[config.mk]
export PLATFORM = sky130hd
export DESIGN_NAME = flight_event_detector_top_flat
export DESIGN_NICKNAME = d
export VERILOG_FILES = /design/src/rtl/core/fed_pkg.sv /design/src/rtl/core/fed_in_if.sv /design/src/rtl/core/fed_out_if.sv /design/src/rtl/core/fed_cfg.sv /design/src/rtl/core/fed_smooth.sv /design/src/rtl/core/fed_div.sv /design/src/rtl/core/flight_event_detector_top.sv /design/src/flat_wrapper.sv
export VERILOG_INCLUDE_DIRS = /design/src /design/src/rtl/core
export SDC_FILE = /design/constraint.sdc
export NUM_CORES = 2
export LEC_CHECK = 0
export BUFFER_PORTS_ARGS = -buffer_cell sky130_fd_sc_hd__buf_2
export CAP_MARGIN = 5
export CORE_UTILIZATION = 56
export DETAILED_ROUTE_END_ITERATION = 8
export GPL_TIMING_DRIVEN = 0
export PLACE_DENSITY = 0.73
export SLEW_MARGIN = 5
export SYNTH_ARGS = -nofsm -noshare
export SYNTH_HDL_FRONTEND = slang
export SYNTH_SLANG_ARGS = --single-unit
[constraint.sdc]
create_clock -name clk -period 13.4 [get_ports clk]
set_clock_uncertainty 0.05 [all_clocks]
set_input_delay 1.34 -clock clk [delete_from_list [all_inputs] [get_ports clk]]
set_output_delay 1.34 -clock clk [all_outputs]
set_load 0.01 [all_outputs]
[src/rtl/core/flight_event_detector_top_macros.svh]
// ---------------------------------------------------------------------------
// Flight event detector assertion macros
// Shared forms for the concurrent checks of the flight event detector.
// ---------------------------------------------------------------------------
`ifndef FLIGHT_EVENT_DETECTOR_TOP_MACROS_SVH
`define FLIGHT_EVENT_DETECTOR_TOP_MACROS_SVH

// Same-cycle implication, checked outside of reset.
`define FED_ASSERT_IMPLY(label, ante, cons, msg) \
  label: assert property (@(posedge clk) disable iff (rst) (ante) |-> (cons)) \
    else $error(msg);

// Next-cycle implication, checked outside of reset.
`define FED_ASSERT_NEXT(label, ante, cons, msg) \
  label: assert property (@(posedge clk) disable iff (rst) (ante) |=> (cons)) \
    else $error(msg);

`endif

[src/rtl/core/fed_pkg.sv]
// ---------------------------------------------------------------------------
// Flight event detector package
// Shared types, codes and constants of the flight event detector.
// ---------------------------------------------------------------------------
package fed_pkg;

  // Default width of altitude and speed values.
  localparam int VALUE_WIDTH_DEF = 24;

  // Fixed field widths.
  localparam int DT_W     = 16;
  localparam int KIND_W   = 3;
  localparam int WEIGHT_W = 8;
  localparam int SDA_W    = 23;
  localparam int CNT_W    = 8;
  localparam int SCALE_W  = 10;

  // Configuration port.
  localparam int CFG_ADDR_W = 5;
  localparam int CFG_DATA_W = 32;
  localparam int REG_IDX_W  = 3;

  localparam logic [REG_IDX_W-1:0] REG_ALT_WEIGHT   = 3'd0;
  localparam logic [REG_IDX_W-1:0] REG_SPD_WEIGHT   = 3'd1;
  localparam logic [REG_IDX_W-1:0] REG_SECOND_ALT   = 3'd2;
  localparam logic [REG_IDX_W-1:0] REG_EARLY_DEPLOY = 3'd3;
  localparam logic [REG_IDX_W-1:0] REG_MARGIN       = 3'd4;

  // Register reset values.
  localparam logic [WEIGHT_W-1:0] ALT_WEIGHT_RST = 8'd128;
  localparam logic [WEIGHT_W-1:0] SPD_WEIGHT_RST = 8'd128;
  localparam logic [SDA_W-1:0]    SECOND_ALT_RST = 23'd1600;
  localparam logic [CNT_W-1:0]    MARGIN_RST     = 8'd5;

  // Check selector codes.
  localparam logic [KIND_W-1:0] KIND_LAUNCH  = 3'd0;
  localparam logic [KIND_W-1:0] KIND_APOGEE  = 3'd1;
  localparam logic [KIND_W-1:0] KIND_SECOND  = 3'd2;
  localparam logic [KIND_W-1:0] KIND_LANDING = 3'd3;

  // Thresholds in 1/16 units and the speed scale.
  localparam int LAUNCH_ALT         = 320;
  localparam int APOGEE_SPEED       = -16;
  localparam int EARLY_APOGEE_SPEED = 160;
  localparam int LANDING_SPEED      = 32;
  localparam int SPEED_SCALE        = 1000;

  // Configuration register file contents.
  typedef struct packed {
    logic [WEIGHT_W-1:0] alt_weight;
    logic [WEIGHT_W-1:0] spd_weight;
    logic [SDA_W-1:0]    second_alt;
    logic                early_deploy;
    logic [CNT_W-1:0]    margin;
  } fed_cfg_t;

  // Sequencer states.
  typedef enum logic [2:0] {
    S_IDLE,
    S_ALT,
    S_DIFF,
    S_DIV,
    S_SAT,
    S_SPD,
    S_DONE
  } fed_state_t;

endpackage

[src/rtl/core/fed_in_if.sv]
// ---------------------------------------------------------------------------
// Flight event detector sample channel
// Valid/ready channel carrying one altitude sample word.
// ---------------------------------------------------------------------------
interface fed_in_if
  import fed_pkg::*;
#(
  parameter int VALUE_WIDTH = VALUE_WIDTH_DEF
) ();

  logic                          valid;
  logic                          ready;
  logic signed [VALUE_WIDTH-1:0] raw_altitude;
  logic [DT_W-1:0]               elapsed_ms;
  logic [KIND_W-1:0]             kind;

  modport source (output valid, raw_altitude, elapsed_ms, kind, input ready);
  modport sink (input valid, raw_altitude, elapsed_ms, kind, output ready);

endinterface

[src/rtl/core/fed_out_if.sv]
// ---------------------------------------------------------------------------
// Flight event detector result channel
// Valid/ready channel carrying one result word per sample.
// ---------------------------------------------------------------------------
interface fed_out_if
  import fed_pkg::*;
#(
  parameter int VALUE_WIDTH = VALUE_WIDTH_DEF
) ();

  logic                          valid;
  logic                          ready;
  logic signed [VALUE_WIDTH-1:0] smoothed_altitude;
  logic signed [VALUE_WIDTH-1:0] vertical_speed;
  logic signed [VALUE_WIDTH-1:0] peak_altitude;
  logic signed [VALUE_WIDTH-1:0] peak_speed;
  logic                          event_detected;

  modport source (output valid, smoothed_altitude, vertical_speed, peak_altitude,
                  peak_speed, event_detected, input ready);
  modport sink (input valid, smoothed_altitude, vertical_speed, peak_altitude,
                peak_speed, event_detected, output ready);

endinterface

[src/rtl/core/fed_cfg.sv]
// ---------------------------------------------------------------------------
// Flight event detector configuration registers
// APB-style register file holding weights, thresholds and the margin.
// ---------------------------------------------------------------------------
module fed_cfg
  import fed_pkg::*;
(
  input  logic                  clk,
  input  logic                  rst,
  input  logic                  psel,
  input  logic                  penable,
  input  logic                  pwrite,
  input  logic [CFG_ADDR_W-1:0] paddr,
  input  logic [CFG_DATA_W-1:0] pwdata,
  output logic [CFG_DATA_W-1:0] prdata,
  output logic                  pready,
  output fed_cfg_t              cfg
);

  logic [REG_IDX_W-1:0] idx;
  logic                 wr_en;

  assign pready = 1'b1;
  assign idx    = paddr[CFG_ADDR_W-1:2];
  assign wr_en  = psel && penable && pwrite && pready;

  // Register writes; unknown indexes are ignored.
  always_ff @(posedge clk) begin
    if (rst) begin
      cfg.alt_weight   <= ALT_WEIGHT_RST;
      cfg.spd_weight   <= SPD_WEIGHT_RST;
      cfg.second_alt   <= SECOND_ALT_RST;
      cfg.early_deploy <= 1'b0;
      cfg.margin       <= MARGIN_RST;
    end else if (wr_en) begin
      case (idx)
        REG_ALT_WEIGHT:   cfg.alt_weight   <= pwdata[WEIGHT_W-1:0];
        REG_SPD_WEIGHT:   cfg.spd_weight   <= pwdata[WEIGHT_W-1:0];
        REG_SECOND_ALT:   cfg.second_alt   <= pwdata[SDA_W-1:0];
        REG_EARLY_DEPLOY: cfg.early_deploy <= pwdata[0];
        REG_MARGIN:       cfg.margin       <= pwdata[CNT_W-1:0];
        default: begin
        end
      endcase
    end
  end

  // Read mux.
  always_comb begin
    case (idx)
      REG_ALT_WEIGHT:   prdata = CFG_DATA_W'(cfg.alt_weight);
      REG_SPD_WEIGHT:   prdata = CFG_DATA_W'(cfg.spd_weight);
      REG_SECOND_ALT:   prdata = CFG_DATA_W'(cfg.second_alt);
      REG_EARLY_DEPLOY: prdata = CFG_DATA_W'(cfg.early_deploy);
      REG_MARGIN:       prdata = CFG_DATA_W'(cfg.margin);
      default:          prdata = '0;
    endcase
  end

endmodule

[src/rtl/core/fed_smooth.sv]
// ---------------------------------------------------------------------------
// Flight event detector smoothing unit
// Shared Q0.8 exponential mix with round-half-up, used for altitude and speed.
// ---------------------------------------------------------------------------
module fed_smooth
  import fed_pkg::*;
#(
  parameter int VALUE_WIDTH = VALUE_WIDTH_DEF
) (
  input  logic [WEIGHT_W-1:0]           weight,
  input  logic signed [VALUE_WIDTH-1:0] old_value,
  input  logic signed [VALUE_WIDTH-1:0] sample,
  output logic signed [VALUE_WIDTH-1:0] result
);

  localparam int AW = VALUE_WIDTH + 11;

  logic signed [VALUE_WIDTH:0] delta;
  logic signed [AW-1:0]        w_ext;
  logic signed [AW-1:0]        d_ext;
  logic signed [AW-1:0]        s_ext;
  logic signed [AW-1:0]        acc;

  // w*old + (256-w)*sample is rewritten as 256*sample + w*(old-sample),
  // so a single multiplier serves.
  assign delta = {old_value[VALUE_WIDTH-1], old_value} - {sample[VALUE_WIDTH-1], sample};
  assign w_ext = {{(AW-WEIGHT_W){1'b0}}, weight};
  assign d_ext = {{(AW-VALUE_WIDTH-1){delta[VALUE_WIDTH]}}, delta};
  assign s_ext = {{3{sample[VALUE_WIDTH-1]}}, sample, 8'd0};
  assign acc   = s_ext + w_ext * d_ext + AW'(128);

  // A convex mix always lands back in range.
  assign result = acc[VALUE_WIDTH+7:8];

endmodule

[src/rtl/core/fed_div.sv]
// ---------------------------------------------------------------------------
// Flight event detector serial divider
// Restoring unsigned divider, one quotient bit per cycle.
// ---------------------------------------------------------------------------
module fed_div
  import fed_pkg::*;
#(
  parameter int NUM_W = VALUE_WIDTH_DEF + SCALE_W
) (
  input  logic             clk,
  input  logic             rst,
  input  logic             start,
  input  logic [NUM_W-1:0] num,
  input  logic [DT_W-1:0]  den,
  output logic             done,
  output logic [NUM_W-1:0] quo
);

  localparam int STEP_W = $clog2(NUM_W + 1);

  logic [NUM_W-1:0]  quo_sh;
  logic [DT_W-1:0]   rem;
  logic [DT_W-1:0]   den_q;
  logic [STEP_W-1:0] steps;
  logic              busy;
  logic [DT_W:0]     trial;
  logic [DT_W:0]     trial_sub;
  logic              fits;

  // One restoring step: bring down the next numerator bit and try a subtract.
  assign trial     = {rem, quo_sh[NUM_W-1]};
  assign trial_sub = trial - {1'b0, den_q};
  assign fits      = trial >= {1'b0, den_q};
  assign quo       = quo_sh;

  // Step control.
  always_ff @(posedge clk) begin
    if (rst) begin
      busy  <= 1'b0;
      done  <= 1'b0;
      steps <= '0;
    end else begin
      done <= 1'b0;
      if (start) begin
        busy  <= 1'b1;
        steps <= STEP_W'(NUM_W);
      end else if (busy) begin
        steps <= steps - STEP_W'(1);
        if (steps == STEP_W'(1)) begin
          busy <= 1'b0;
          done <= 1'b1;
        end
      end
    end
  end

  // Quotient and remainder shift registers.
  always_ff @(posedge clk) begin
    if (start) begin
      quo_sh <= num;
      rem    <= '0;
      den_q  <= den;
    end else if (busy) begin
      quo_sh <= {quo_sh[NUM_W-2:0], fits};
      rem    <= fits ? trial_sub[DT_W-1:0] : trial[DT_W-1:0];
    end
  end

endmodule

[src/rtl/core/flight_event_detector_top.sv]
// A sample is accepted only in S_IDLE, then passes S_ALT, S_DIFF, S_DIV, S_SAT, S_SPD
// and S_DONE before another is taken; S_DONE holds while an unread result waits. The
// serial divider in S_DIV makes one quotient bit per cycle over VALUE_WIDTH + 10 bits.
// A finished result waits in an output register while the next sample is taken.
// Reset (rst, synchronous, active high) clears filters, peaks, the pass count
// and the registers to their defaults.
// ---------------------------------------------------------------------------
// Flight event detector top level
// Smooths altitude and speed, tracks peaks and qualifies flight events.
// ---------------------------------------------------------------------------
`include "flight_event_detector_top_macros.svh"

module flight_event_detector_top
  import fed_pkg::*;
#(
  parameter int VALUE_WIDTH = VALUE_WIDTH_DEF
) (
  input  logic                  clk,
  input  logic                  rst,
  fed_in_if.sink                samples,
  fed_out_if.source             results,
  input  logic                  psel,
  input  logic                  penable,
  input  logic                  pwrite,
  input  logic [CFG_ADDR_W-1:0] paddr,
  input  logic [CFG_DATA_W-1:0] pwdata,
  output logic [CFG_DATA_W-1:0] prdata,
  output logic                  pready
);

  localparam int VW    = VALUE_WIDTH;
  localparam int NUM_W = VW + SCALE_W;
  localparam int CMP_W = 33;

  localparam logic signed [VW-1:0] VAL_HI = {1'b0, {(VW-1){1'b1}}};
  localparam logic signed [VW-1:0] VAL_LO = {1'b1, {(VW-1){1'b0}}};
  localparam logic [NUM_W-1:0] QUO_HI = {{(NUM_W-VW+1){1'b0}}, {(VW-1){1'b1}}};
  localparam logic signed [VW-1:0] TH_LAUNCH  = VW'(LAUNCH_ALT);
  localparam logic signed [VW-1:0] TH_APOGEE  = VW'(APOGEE_SPEED);
  localparam logic signed [VW-1:0] TH_EARLY   = VW'(EARLY_APOGEE_SPEED);
  localparam logic signed [VW-1:0] TH_LAND_HI = VW'(LANDING_SPEED);
  localparam logic signed [VW-1:0] TH_LAND_LO = VW'(-LANDING_SPEED);

  fed_cfg_t   cfg;
  fed_state_t state, state_next;

  // Filter state.
  logic signed [VW-1:0] alt_filter;
  logic signed [VW-1:0] spd_filter;
  logic signed [VW-1:0] alt_peak;
  logic signed [VW-1:0] spd_peak;
  logic [CNT_W-1:0]     pass_count;

  // Per-sample working registers.
  logic signed [VW-1:0] raw_q;
  logic [DT_W-1:0]      dt_q;
  logic [KIND_W-1:0]    kind_q;
  logic signed [VW-1:0] new_alt;
  logic signed [VW-1:0] new_spd;
  logic signed [VW-1:0] spd_sample;
  logic                 diff_neg;

  // Output register.
  logic                 res_valid;
  logic signed [VW-1:0] res_alt;
  logic signed [VW-1:0] res_spd;
  logic signed [VW-1:0] res_alt_peak;
  logic signed [VW-1:0] res_spd_peak;
  logic                 res_event;

  // Sequencer outputs.
  logic in_take;
  logic sel_speed;
  logic div_start;
  logic out_load;

  // Shared units.
  logic [WEIGHT_W-1:0]  sm_weight;
  logic signed [VW-1:0] sm_old;
  logic signed [VW-1:0] sm_sample;
  logic signed [VW-1:0] sm_result;
  logic                 div_done;
  logic [NUM_W-1:0]     div_quo;

  // Datapath intermediates.
  logic signed [VW:0]   diff;
  logic [VW-1:0]        mag;
  logic [NUM_W-1:0]     div_num;
  logic signed [VW-1:0] sat_q;
  logic signed [VW-1:0] alt_peak_next;
  logic signed [VW-1:0] spd_peak_next;
  logic [CNT_W-1:0]     cnt_inc;
  logic [CNT_W-1:0]     pass_count_next;
  logic                 pass;
  logic                 checked;
  logic                 event_next;

  fed_cfg u_cfg (
    .clk     (clk),
    .rst     (rst),
    .psel    (psel),
    .penable (penable),
    .pwrite  (pwrite),
    .paddr   (paddr),
    .pwdata  (pwdata),
    .prdata  (prdata),
    .pready  (pready),
    .cfg     (cfg)
  );

  // The smoothing unit serves altitude first, then speed.
  assign sm_weight = sel_speed ? cfg.spd_weight : cfg.alt_weight;
  assign sm_old    = sel_speed ? spd_filter : alt_filter;
  assign sm_sample = sel_speed ? spd_sample : raw_q;

  fed_smooth #(.VALUE_WIDTH(VW)) u_smooth (
    .weight    (sm_weight),
    .old_value (sm_old),
    .sample    (sm_sample),
    .result    (sm_result)
  );

  // Altitude change magnitude, scaled by SPEED_SCALE for the millisecond interval.
  assign diff    = {new_alt[VW-1], new_alt} - {alt_filter[VW-1], alt_filter};
  assign mag     = diff[VW] ? VW'(-diff) : diff[VW-1:0];
  assign div_num = NUM_W'(mag) * NUM_W'(SPEED_SCALE);

  fed_div #(.NUM_W(NUM_W)) u_div (
    .clk   (clk),
    .rst   (rst),
    .start (div_start),
    .num   (div_num),
    .den   (dt_q),
    .done  (div_done),
    .quo   (div_quo)
  );

  // Restore the sign and saturate the raw speed.
  always_comb begin
    if (!diff_neg) begin
      sat_q = (div_quo > QUO_HI) ? VAL_HI : div_quo[VW-1:0];
    end else begin
      sat_q = (div_quo > QUO_HI) ? VAL_LO : -div_quo[VW-1:0];
    end
  end

  // Peak tracking on the new smoothed values.
  assign alt_peak_next = (new_alt > alt_peak) ? new_alt : alt_peak;
  assign spd_peak_next = (new_spd > spd_peak) ? new_spd : spd_peak;

  // Selected flight check.
  always_comb begin
    pass    = 1'b0;
    checked = 1'b1;
    case (kind_q)
      KIND_LAUNCH:  pass = new_alt > TH_LAUNCH;
      KIND_APOGEE:  pass = (new_spd < TH_APOGEE) || (cfg.early_deploy && (new_spd < TH_EARLY));
      KIND_SECOND:  pass = $signed(CMP_W'(new_alt)) < $signed({10'd0, cfg.second_alt});
      KIND_LANDING: pass = (new_spd < TH_LAND_HI) && (new_spd > TH_LAND_LO);
      default:      checked = 1'b0;
    endcase
  end

  // Pass counter: saturating count, clears on a fail or when the event fires.
  assign cnt_inc = (pass_count == {CNT_W{1'b1}}) ? pass_count : pass_count + CNT_W'(1);

  always_comb begin
    pass_count_next = pass_count;
    event_next      = 1'b0;
    if (checked) begin
      if (pass) begin
        if (cnt_inc > cfg.margin) begin
          pass_count_next = '0;
          event_next      = 1'b1;
        end else begin
          pass_count_next = cnt_inc;
        end
      end else begin
        pass_count_next = '0;
      end
    end
  end

  // Sequencer state register.
  always_ff @(posedge clk) begin
    if (rst) begin
      state <= S_IDLE;
    end else begin
      state <= state_next;
    end
  end

  // Sequencer next state.
  always_comb begin
    state_next = state;
    case (state)
      S_IDLE: begin
        if (samples.valid) state_next = S_ALT;
      end
      S_ALT:  state_next = S_DIFF;
      S_DIFF: state_next = S_DIV;
      S_DIV: begin
        if (div_done) state_next = S_SAT;
      end
      S_SAT:  state_next = S_SPD;
      S_SPD:  state_next = S_DONE;
      S_DONE: begin
        if (!res_valid || results.ready) state_next = S_IDLE;
      end
      default: state_next = S_IDLE;
    endcase
  end

  // Sequencer outputs.
  always_comb begin
    in_take   = 1'b0;
    sel_speed = 1'b0;
    div_start = 1'b0;
    out_load  = 1'b0;
    case (state)
      S_IDLE: in_take = 1'b1;
      S_DIFF: div_start = 1'b1;
      S_SPD:  sel_speed = 1'b1;
      S_DONE: out_load = !res_valid || results.ready;
      default: begin
      end
    endcase
  end

  assign samples.ready = in_take;

  // Working registers.
  always_ff @(posedge clk) begin
    if (in_take && samples.valid) begin
      raw_q  <= samples.raw_altitude;
      dt_q   <= (samples.elapsed_ms == '0) ? DT_W'(1) : samples.elapsed_ms;
      kind_q <= samples.kind;
    end
    if (state == S_ALT) begin
      new_alt <= sm_result;
    end
    if (state == S_DIFF) begin
      diff_neg <= diff[VW];
    end
    if (state == S_SAT) begin
      spd_sample <= sat_q;
    end
    if (state == S_SPD) begin
      new_spd <= sm_result;
    end
  end

  // Filter state commits together with the result word.
  always_ff @(posedge clk) begin
    if (rst) begin
      alt_filter <= '0;
      spd_filter <= '0;
      alt_peak   <= '0;
      spd_peak   <= '0;
      pass_count <= '0;
    end else if (out_load) begin
      alt_filter <= new_alt;
      spd_filter <= new_spd;
      alt_peak   <= alt_peak_next;
      spd_peak   <= spd_peak_next;
      pass_count <= pass_count_next;
    end
  end

  // Output register valid.
  always_ff @(posedge clk) begin
    if (rst) begin
      res_valid <= 1'b0;
    end else if (out_load) begin
      res_valid <= 1'b1;
    end else if (results.ready) begin
      res_valid <= 1'b0;
    end
  end

  // Output register payload.
  always_ff @(posedge clk) begin
    if (out_load) begin
      res_alt      <= new_alt;
      res_spd      <= new_spd;
      res_alt_peak <= alt_peak_next;
      res_spd_peak <= spd_peak_next;
      res_event    <= event_next;
    end
  end

  assign results.valid             = res_valid;
  assign results.smoothed_altitude = res_alt;
  assign results.vertical_speed    = res_spd;
  assign results.peak_altitude     = res_alt_peak;
  assign results.peak_speed        = res_spd_peak;
  assign results.event_detected    = res_event;

  // A waiting result word is never overwritten.
  `FED_ASSERT_IMPLY(a_no_overwrite, out_load, !res_valid || results.ready, "result overwritten")
  // The divider only finishes while the sequencer waits for it.
  `FED_ASSERT_IMPLY(a_div_done_state, div_done, state == S_DIV, "divider done out of step")
  // A qualified event always leaves the pass counter cleared.
  `FED_ASSERT_NEXT(a_event_clears, out_load && event_next, pass_count == '0, "count not cleared")
  // An accepted sample starts the altitude smoothing step.
  `FED_ASSERT_NEXT(a_accept_starts, samples.valid && samples.ready, state == S_ALT,
    "accept did not start")

endmodule
[src/flat_wrapper.sv]
// flat-port wrapper written by rule: the top's interface ports become plain ports
module flight_event_detector_top_flat import fed_pkg::*;
#(
  parameter int VALUE_WIDTH = VALUE_WIDTH_DEF
)
  (clk, rst, psel, penable, pwrite, paddr, pwdata, prdata, pready, samples_valid, samples_raw_altitude, samples_elapsed_ms, samples_kind, samples_ready, results_valid, results_smoothed_altitude, results_vertical_speed, results_peak_altitude, results_peak_speed, results_event_detected, results_ready);
  fed_in_if #(.VALUE_WIDTH(VALUE_WIDTH)) samples_i ();
  fed_out_if #(.VALUE_WIDTH(VALUE_WIDTH)) results_i ();
  input  logic clk;
  input  logic rst;
  input  logic psel;
  input  logic penable;
  input  logic pwrite;
  input  logic [CFG_ADDR_W-1:0] paddr;
  input  logic [CFG_DATA_W-1:0] pwdata;
  output logic [CFG_DATA_W-1:0] prdata;
  output logic pready;
  input wire logic [$bits(samples_i.valid)-1:0] samples_valid;
  input wire logic [$bits(samples_i.raw_altitude)-1:0] samples_raw_altitude;
  input wire logic [$bits(samples_i.elapsed_ms)-1:0] samples_elapsed_ms;
  input wire logic [$bits(samples_i.kind)-1:0] samples_kind;
  output wire logic [$bits(samples_i.ready)-1:0] samples_ready;
  output wire logic [$bits(results_i.valid)-1:0] results_valid;
  output wire logic [$bits(results_i.smoothed_altitude)-1:0] results_smoothed_altitude;
  output wire logic [$bits(results_i.vertical_speed)-1:0] results_vertical_speed;
  output wire logic [$bits(results_i.peak_altitude)-1:0] results_peak_altitude;
  output wire logic [$bits(results_i.peak_speed)-1:0] results_peak_speed;
  output wire logic [$bits(results_i.event_detected)-1:0] results_event_detected;
  input wire logic [$bits(results_i.ready)-1:0] results_ready;
  assign samples_i.valid = samples_valid;
  assign samples_i.raw_altitude = samples_raw_altitude;
  assign samples_i.elapsed_ms = samples_elapsed_ms;
  assign samples_i.kind = samples_kind;
  assign samples_ready = samples_i.ready;
  assign results_valid = results_i.valid;
  assign results_smoothed_altitude = results_i.smoothed_altitude;
  assign results_vertical_speed = results_i.vertical_speed;
  assign results_peak_altitude = results_i.peak_altitude;
  assign results_peak_speed = results_i.peak_speed;
  assign results_event_detected = results_i.event_detected;
  assign results_i.ready = results_ready;
  flight_event_detector_top #(.VALUE_WIDTH(VALUE_WIDTH)) u_core (.clk(clk), .rst(rst), .samples(samples_i), .results(results_i), .psel(psel), .penable(penable), .pwrite(pwrite), .paddr(paddr), .pwdata(pwdata), .prdata(prdata), .pready(pready));
endmodule
======== Word level (Yosys, flattened, before mapping) ========
Index checks and enable logic that the tools add are counted.
storage, ports and cells
  memories ................................ 0
  input port bits ......................... 87
  latch bits .............................. 0
  register bits ........................... 443
  output and inout bits ................... 132
  bits in writable memories ............... 0
  word-level logic and storage cells ...... 133
  ROM bits ................................ 0
operators by class
  div/mod/pow operators ................... 0
  equal/unequal tests ..................... 18
  reductions and logical operators ........ 25
  bitwise logic cells ..................... 1
  $add $sub $neg .......................... 9
  multiply operators ...................... 2
  shifts and indexed selects .............. 0
  multiplexer cells ....................... 35
  order comparisons ....................... 11
operator list
  cell                                                                            count
  24-bit 2-to-1 mux                                                               8
  23-bit one-hot mux with 5 select lines                                          1
  34-bit 2-to-1 mux                                                               2
  24-bit by 24-bit subtractor with 25-bit output                                  2
  24-bit > comparator                                                             2
  24-bit negation                                                                 2
  34-bit by 23-bit > comparator with 1-bit output (second input constant)         1
  32-bit adder                                                                    1
  32-bit by 9-bit adder with 32-bit output (second input constant)                1
  9-bit by 25-bit multiplier with 32-bit output                                   1
  8-bit 2-to-1 mux                                                                4
  24-bit by 7-bit multiplier with 31-bit output (second input constant)           1
  24-bit by 10-bit > comparator with 1-bit output (second input constant)         1
  24-bit by 6-bit > comparator with 1-bit output (second input constant)          1
  24-bit less-than comparator                                                     1
  24-bit by 5-bit less-than comparator with 1-bit output (second input constant)  1
  24-bit by 7-bit less-than comparator with 1-bit output (second input constant)  1
  24-bit by 9-bit less-than comparator with 1-bit output (second input constant)  1
  3-bit one-hot mux with 7 select lines                                           1
  3-bit by 2-bit == test with 1-bit output (second input constant)                6
  17-bit by 16-bit >= comparator with 1-bit output                                1
  16-bit zero test                                                                1
  16-bit 2-to-1 mux                                                               1
  16-bit subtractor                                                               1
  24 further kinds                                                                58

======== Depth between registers and ports, before layout ========
  depth in word-level cells ............... 7
  gate-level depth with buffers ........... 39

======== By module ========
A second synthesis with hierarchy kept.
unflattened totals
  cell total of the unflattened synthesis .. 3713
  area total of the unflattened synthesis .. 35617.9 um2
modules (own cells, without submodules)
  module                     cells an instance  seq. area each (um2)  instances  area each (um2)
  flight_event_detector_top  2160               8558.2                1          21284.2
  fed_smooth                 937                0.0                   1          7973.9
  fed_div                    332                1981.9                1          3814.9
  fed_cfg                    284                960.9                 1          2544.9

======== Worst setup path before layout ========
Ideal clock, no wire load.
  path type ............................... register to register
  from .................................... register u_core.state[1]
  to ...................................... register u_core.new_alt[23] (data pin)
  slack ................................... 3.887 ns
  arrival ................................. 9.199 ns
  data required time ...................... 13.086 ns
  cell stages (with the launch flop) ...... 37
  cell sequence ........................... dfxtp_1 clkbuf_1 nand3b_1 buf_2 inv_1 clkbuf_1 clkbuf_1 o21ai_0 fa_1 a211oi_1 o21ai_0 a221o_1 o211ai_1 a211oi_1 nor3_1 o21ai_0 a21o_1 xor2_1 nand2_1 fa_1 inv_1 fa_1 fa_1 fa_1 inv_1 fa_1 inv_1 ha_1 nor2b_1 o21ai_0 nand2b_1 a21oi_1 o21ai_1 a21oi_1 o21ai_1 a31oi_1 xnor2_1
on the way
  word-level cells in the longest chain between the ends .. 7
  elaborated cells between the ends (all ways) .. 9
  those cells by class .................... add/sub: 3; mul: 1; eq/ne: 1; mux: 4
ends and longest elaborated chain
  element                                         line                                                                text
  start, declared                                 flight_event_detector_top.sv:45                                     fed_state_t state, state_next;
  start signal, assigned                          flight_event_detector_top.sv:189                                    state <= state_next;
  3-bit == test (*)                               flight_event_detector_top.sv:220                                    case (state)
  1-bit 2-to-1 mux (*)                            flight_event_detector_top.sv:220
  24-bit 2-to-1 mux, on equally long branches     flight_event_detector_top.sv:113, flight_event_detector_top.sv:114
  24-bit by 24-bit subtractor with 25-bit output  fed_smooth.sv:26                                                    assign delta = {old_value[VALUE_WIDTH-1], old_value} - {sample[VALUE_WIDTH-1], sample};
  9-bit by 25-bit multiplier with 32-bit output   fed_smooth.sv:30                                                    assign acc = s_ext + w_ext * d_ext + AW'(128);
  32-bit adder (*)                                fed_smooth.sv:30
  32-bit by 9-bit adder with 32-bit output (*)    fed_smooth.sv:30
  net u_core.sm_result[23]                        flight_event_detector_top.sv:81                                     logic signed [VW-1:0] sm_result;
  end signal, assigned                            flight_event_detector_top.sv:240                                    new_alt <= sm_result;
  end, declared                                   flight_event_detector_top.sv:58                                     logic signed [VW-1:0] new_alt;
Mark *: on every way through the listed nets, which the timed path passes. The rest lies on a longest branch.
A chain may end at the register's enable or synchronous reset.

======== Worst setup path after layout ========
Ends and elaborated chain as after synthesis.

==> metrics.cfg <==
[outcome]
outcome=completed

[clock_network]
post_cts_buffers=0
cts_tree=built
cts_buffers=48
cts_hold_buf=0
clkSinkCount=443
clock_latency_ns=0.61
ctsResizeCount=0
htree_levels=2
clkTransAtPathRegs_ns=0.06
clock_path_buffers=3
cts_root_buffer=clkbuf_16

[routing]
drtPass1Iterations=6
drt-vias-per-instance=5.76
drtIter0Drc=2209
drcViolationCount=0
routedWlPerCell_um=19.6
routed_wl_um=92500
vias=27200
final_antenna_net_count=0

[floorplanning]
coreArea_um2=60500
chipWidth_um=250
initial_utilization=0.567
ios=219
fp.dieH_um=250
rows=90
fp.dieArea_um2=62300

[timing]
fin_tns_setup_ns=0
post-route-period-util=0.861
finalMaxSlewViolations=0
max_slew_margin=0.0336
period_needed_ns=11.54
fmax_mhz=86.7
final_hold_viol_count=0
setup_viol=0
worst_slew_pin_slew_ns=1.41
rsz0062_at_grt=no

[grt]
antenna_found_initial=1
grt_first_pass_wirelength_um=145000
grt.overflow.total=0
grt_pass1_vias=26400
grt_start_max_net_pins=58
gr-usage-all-layers=0.297

[worst_setup_path]
critical_path_required_ns=13.66
cp-startpoint=u_core.state[1]$_SDFFE_PP0P_
worstSetupPathType=flop to flop
r2r_cells=35
cp-endpoint=u_core.new_alt[23]$_DFFE_PP_
reg2reg_to=u_core.new_alt[23]$_DFFE_PP_
startpoint_type=flop
r2r_setup_slack_ns=1.86
timing.rr.start=u_core.state[1]$_SDFFE_PP0P_
crit_path_max_incr_delay_ns=0.80
slowest_stage=mux2i_1
worstPathMaxFanout=10
cp_common_cell=fa_1
cp_data_arrival_time_ns=11.80
cp-end-kind=flop

[finish]
seqCellArea_um2=11500
finalNetCount=4507
fillers=5109
stdcell_area_um2=38000
layout-drive-gt1-share=0.0985
fin_cells=4723
multi_input_area_um2=20500
syn_to_final_growth_pct=10.8
utilization=0.629

[synthesis]
synthArstFlopShare=0
synth_top_area_share=0.228
synth_cells=3639
syn-cell-area_um2=34300
synth_cell_types=99
ys_warn_count=0
yosys_register_bits=443
yosysSeqAreaShare=0.334
synth_edf_count=260
yosysMostFrequentCell=inv_1
synth_area_leaders=edfxtp_1 23%, fa_1 15%, dfxtp_1 11%
syn_area_per_cell_um2=9.43
ys.flop_type=edfxtp_1
synthTopCellsByCount=457 x inv_1, 366 x nand2_1, 321 x nor2_1
netlist.top_cell.by_area=edfxtp_1

[placement]
post_dp_cell_area_um2=36400
io_buffers=197
hpwl_um=73700
dp_cells=4632
place_congestion=0.927

[hold_path]
min_path_type=flop to flop

[job]
drv_cap=0

[state kept, by name (all words and copies together) (netlist names), 8 cells and up]
register	cells
u_core.spd_peak	24
u_core.pass_count	8
u_core.results.peak_speed	24
u_core.spd_filter	24
u_core.results.peak_altitude	24
u_core.alt_filter	24
u_core.results.smoothed_altitude	24
u_core.u_div.den_q	16
u_core.u_div.quo	34
u_core.spd_sample	24
u_core.u_div.rem	16
u_core.raw_q	24
u_core.new_spd	24
u_core.u_cfg.cfg	48
u_core.results.vertical_speed	24
u_core.dt_q	16
u_core.alt_peak	24
u_core.new_alt	24
[cells by family (layout without fill, tap and decap cells)]
kind of cell / count (synthesis) / in the layout / share of synthesized area
flip-flops: 443 / 443 / 0.334
multiplexers: 123 / 123 / 0.0369
AND/OR/NAND/NOR: 1092 / 1092 / 0.147
adder cells (fa/ha/maj): 524 / 524 / 0.246
AO/OA/AOI/OAI: 685 / 685 / 0.125
XOR/XNOR: 159 / 159 / 0.0426
buffers and inverters: 611 / 904 / 0.0687
other: 2 / 11 / 0.000219
[cell usage in the layout (no fill, tap or decap), types with 50 or more instances in the layout]
cell type,n
a21o_1,65
a21oi_1,218
buf_2,205
clkbuf_1,130
dfxtp_1,183
edfxtp_1,260
fa_1,251
ha_1,269
inv_1,457
mux2i_1,94
nand2_1,366
nand3_1,88
nor2_1,321
nor3_1,50
o21ai_0,188
xnor2_1,95
xor2_1,55
[cell type report]
class | count | share of cell area
Multi-Input combinational cell | 2593 | 0.540
Sequential cell | 443 | 0.302
Inverter | 459 | 0.0453
Clock buffer | 66 | 0.0355
Timing Repair Buffer | 203 | 0.0281
Tap cell | 782 | 0.0257
Buffer | 152 | 0.0168
Clock inverter | 24 | 0.00678
Antenna cell | 1 | 0.0000658
[stage by stage]
| step | hold WS [ns] | worst slack, ns |
|---|---|---|
| CTS | 0.360 | 2.08 |
| detailed placement | 0.356 | 2.18 |
| finish | 0.368 | 1.86 |
| floorplan | 0.350 | 3.89 |
| global route | 0.374 | 1.24 |
| global placement | 0.352 | 1.86 |
[metal layers]
metal | vias to the layer above | wire (um) | part of all wire | global-route usage
met5 | - | 0 | 0 | 0
met3 | 198 | 6550 | 0.071 | 0.0371
met4 | 0 | 3170 | 0.034 | 0.0949
met1 | 13100 | 38100 | 0.41 | 0.393
li1 | 12800 | - | - | -
met2 | 1020 | 44700 | 0.48 | 0.508
[worst min-delay path by stage]
stage | from | end | cells past startpoint
floorplan | u_core.dt_q[0]$_SDFFCE_PN1P_ | u_core.u_div.den_q[0]$_DFFE_PP_ | 0
global placement | u_core.dt_q[5]$_SDFFCE_PN0P_ | u_core.u_div.den_q[5]$_DFFE_PP_ | 0
detailed placement | u_core.dt_q[7]$_SDFFCE_PN0P_ | u_core.u_div.den_q[7]$_DFFE_PP_ | 0
CTS | u_core.dt_q[1]$_SDFFCE_PN0P_ | u_core.u_div.den_q[1]$_DFFE_PP_ | 0
global route | u_core.dt_q[1]$_SDFFCE_PN0P_ | u_core.u_div.den_q[1]$_DFFE_PP_ | 0
finish | u_core.dt_q[14]$_SDFFCE_PN0P_ | u_core.u_div.den_q[14]$_DFFE_PP_ | 0
[worst max-delay path: cells and delay by family, from the launching register on]
family,cells,cell delay (ns)
AOI/OAI and AO/OA,13,2.85
xor gates and xnor gates,2,0.64
adders and majority gates,7,3.31
buffers and inverters,7,2.31
DFF,1,0.31
muxes,1,0.80
and+or+nand+nor,5,0.99
Power is not shown: default switching activity piles up to over one toggle a cycle in this logic, so the estimate is an artifact.
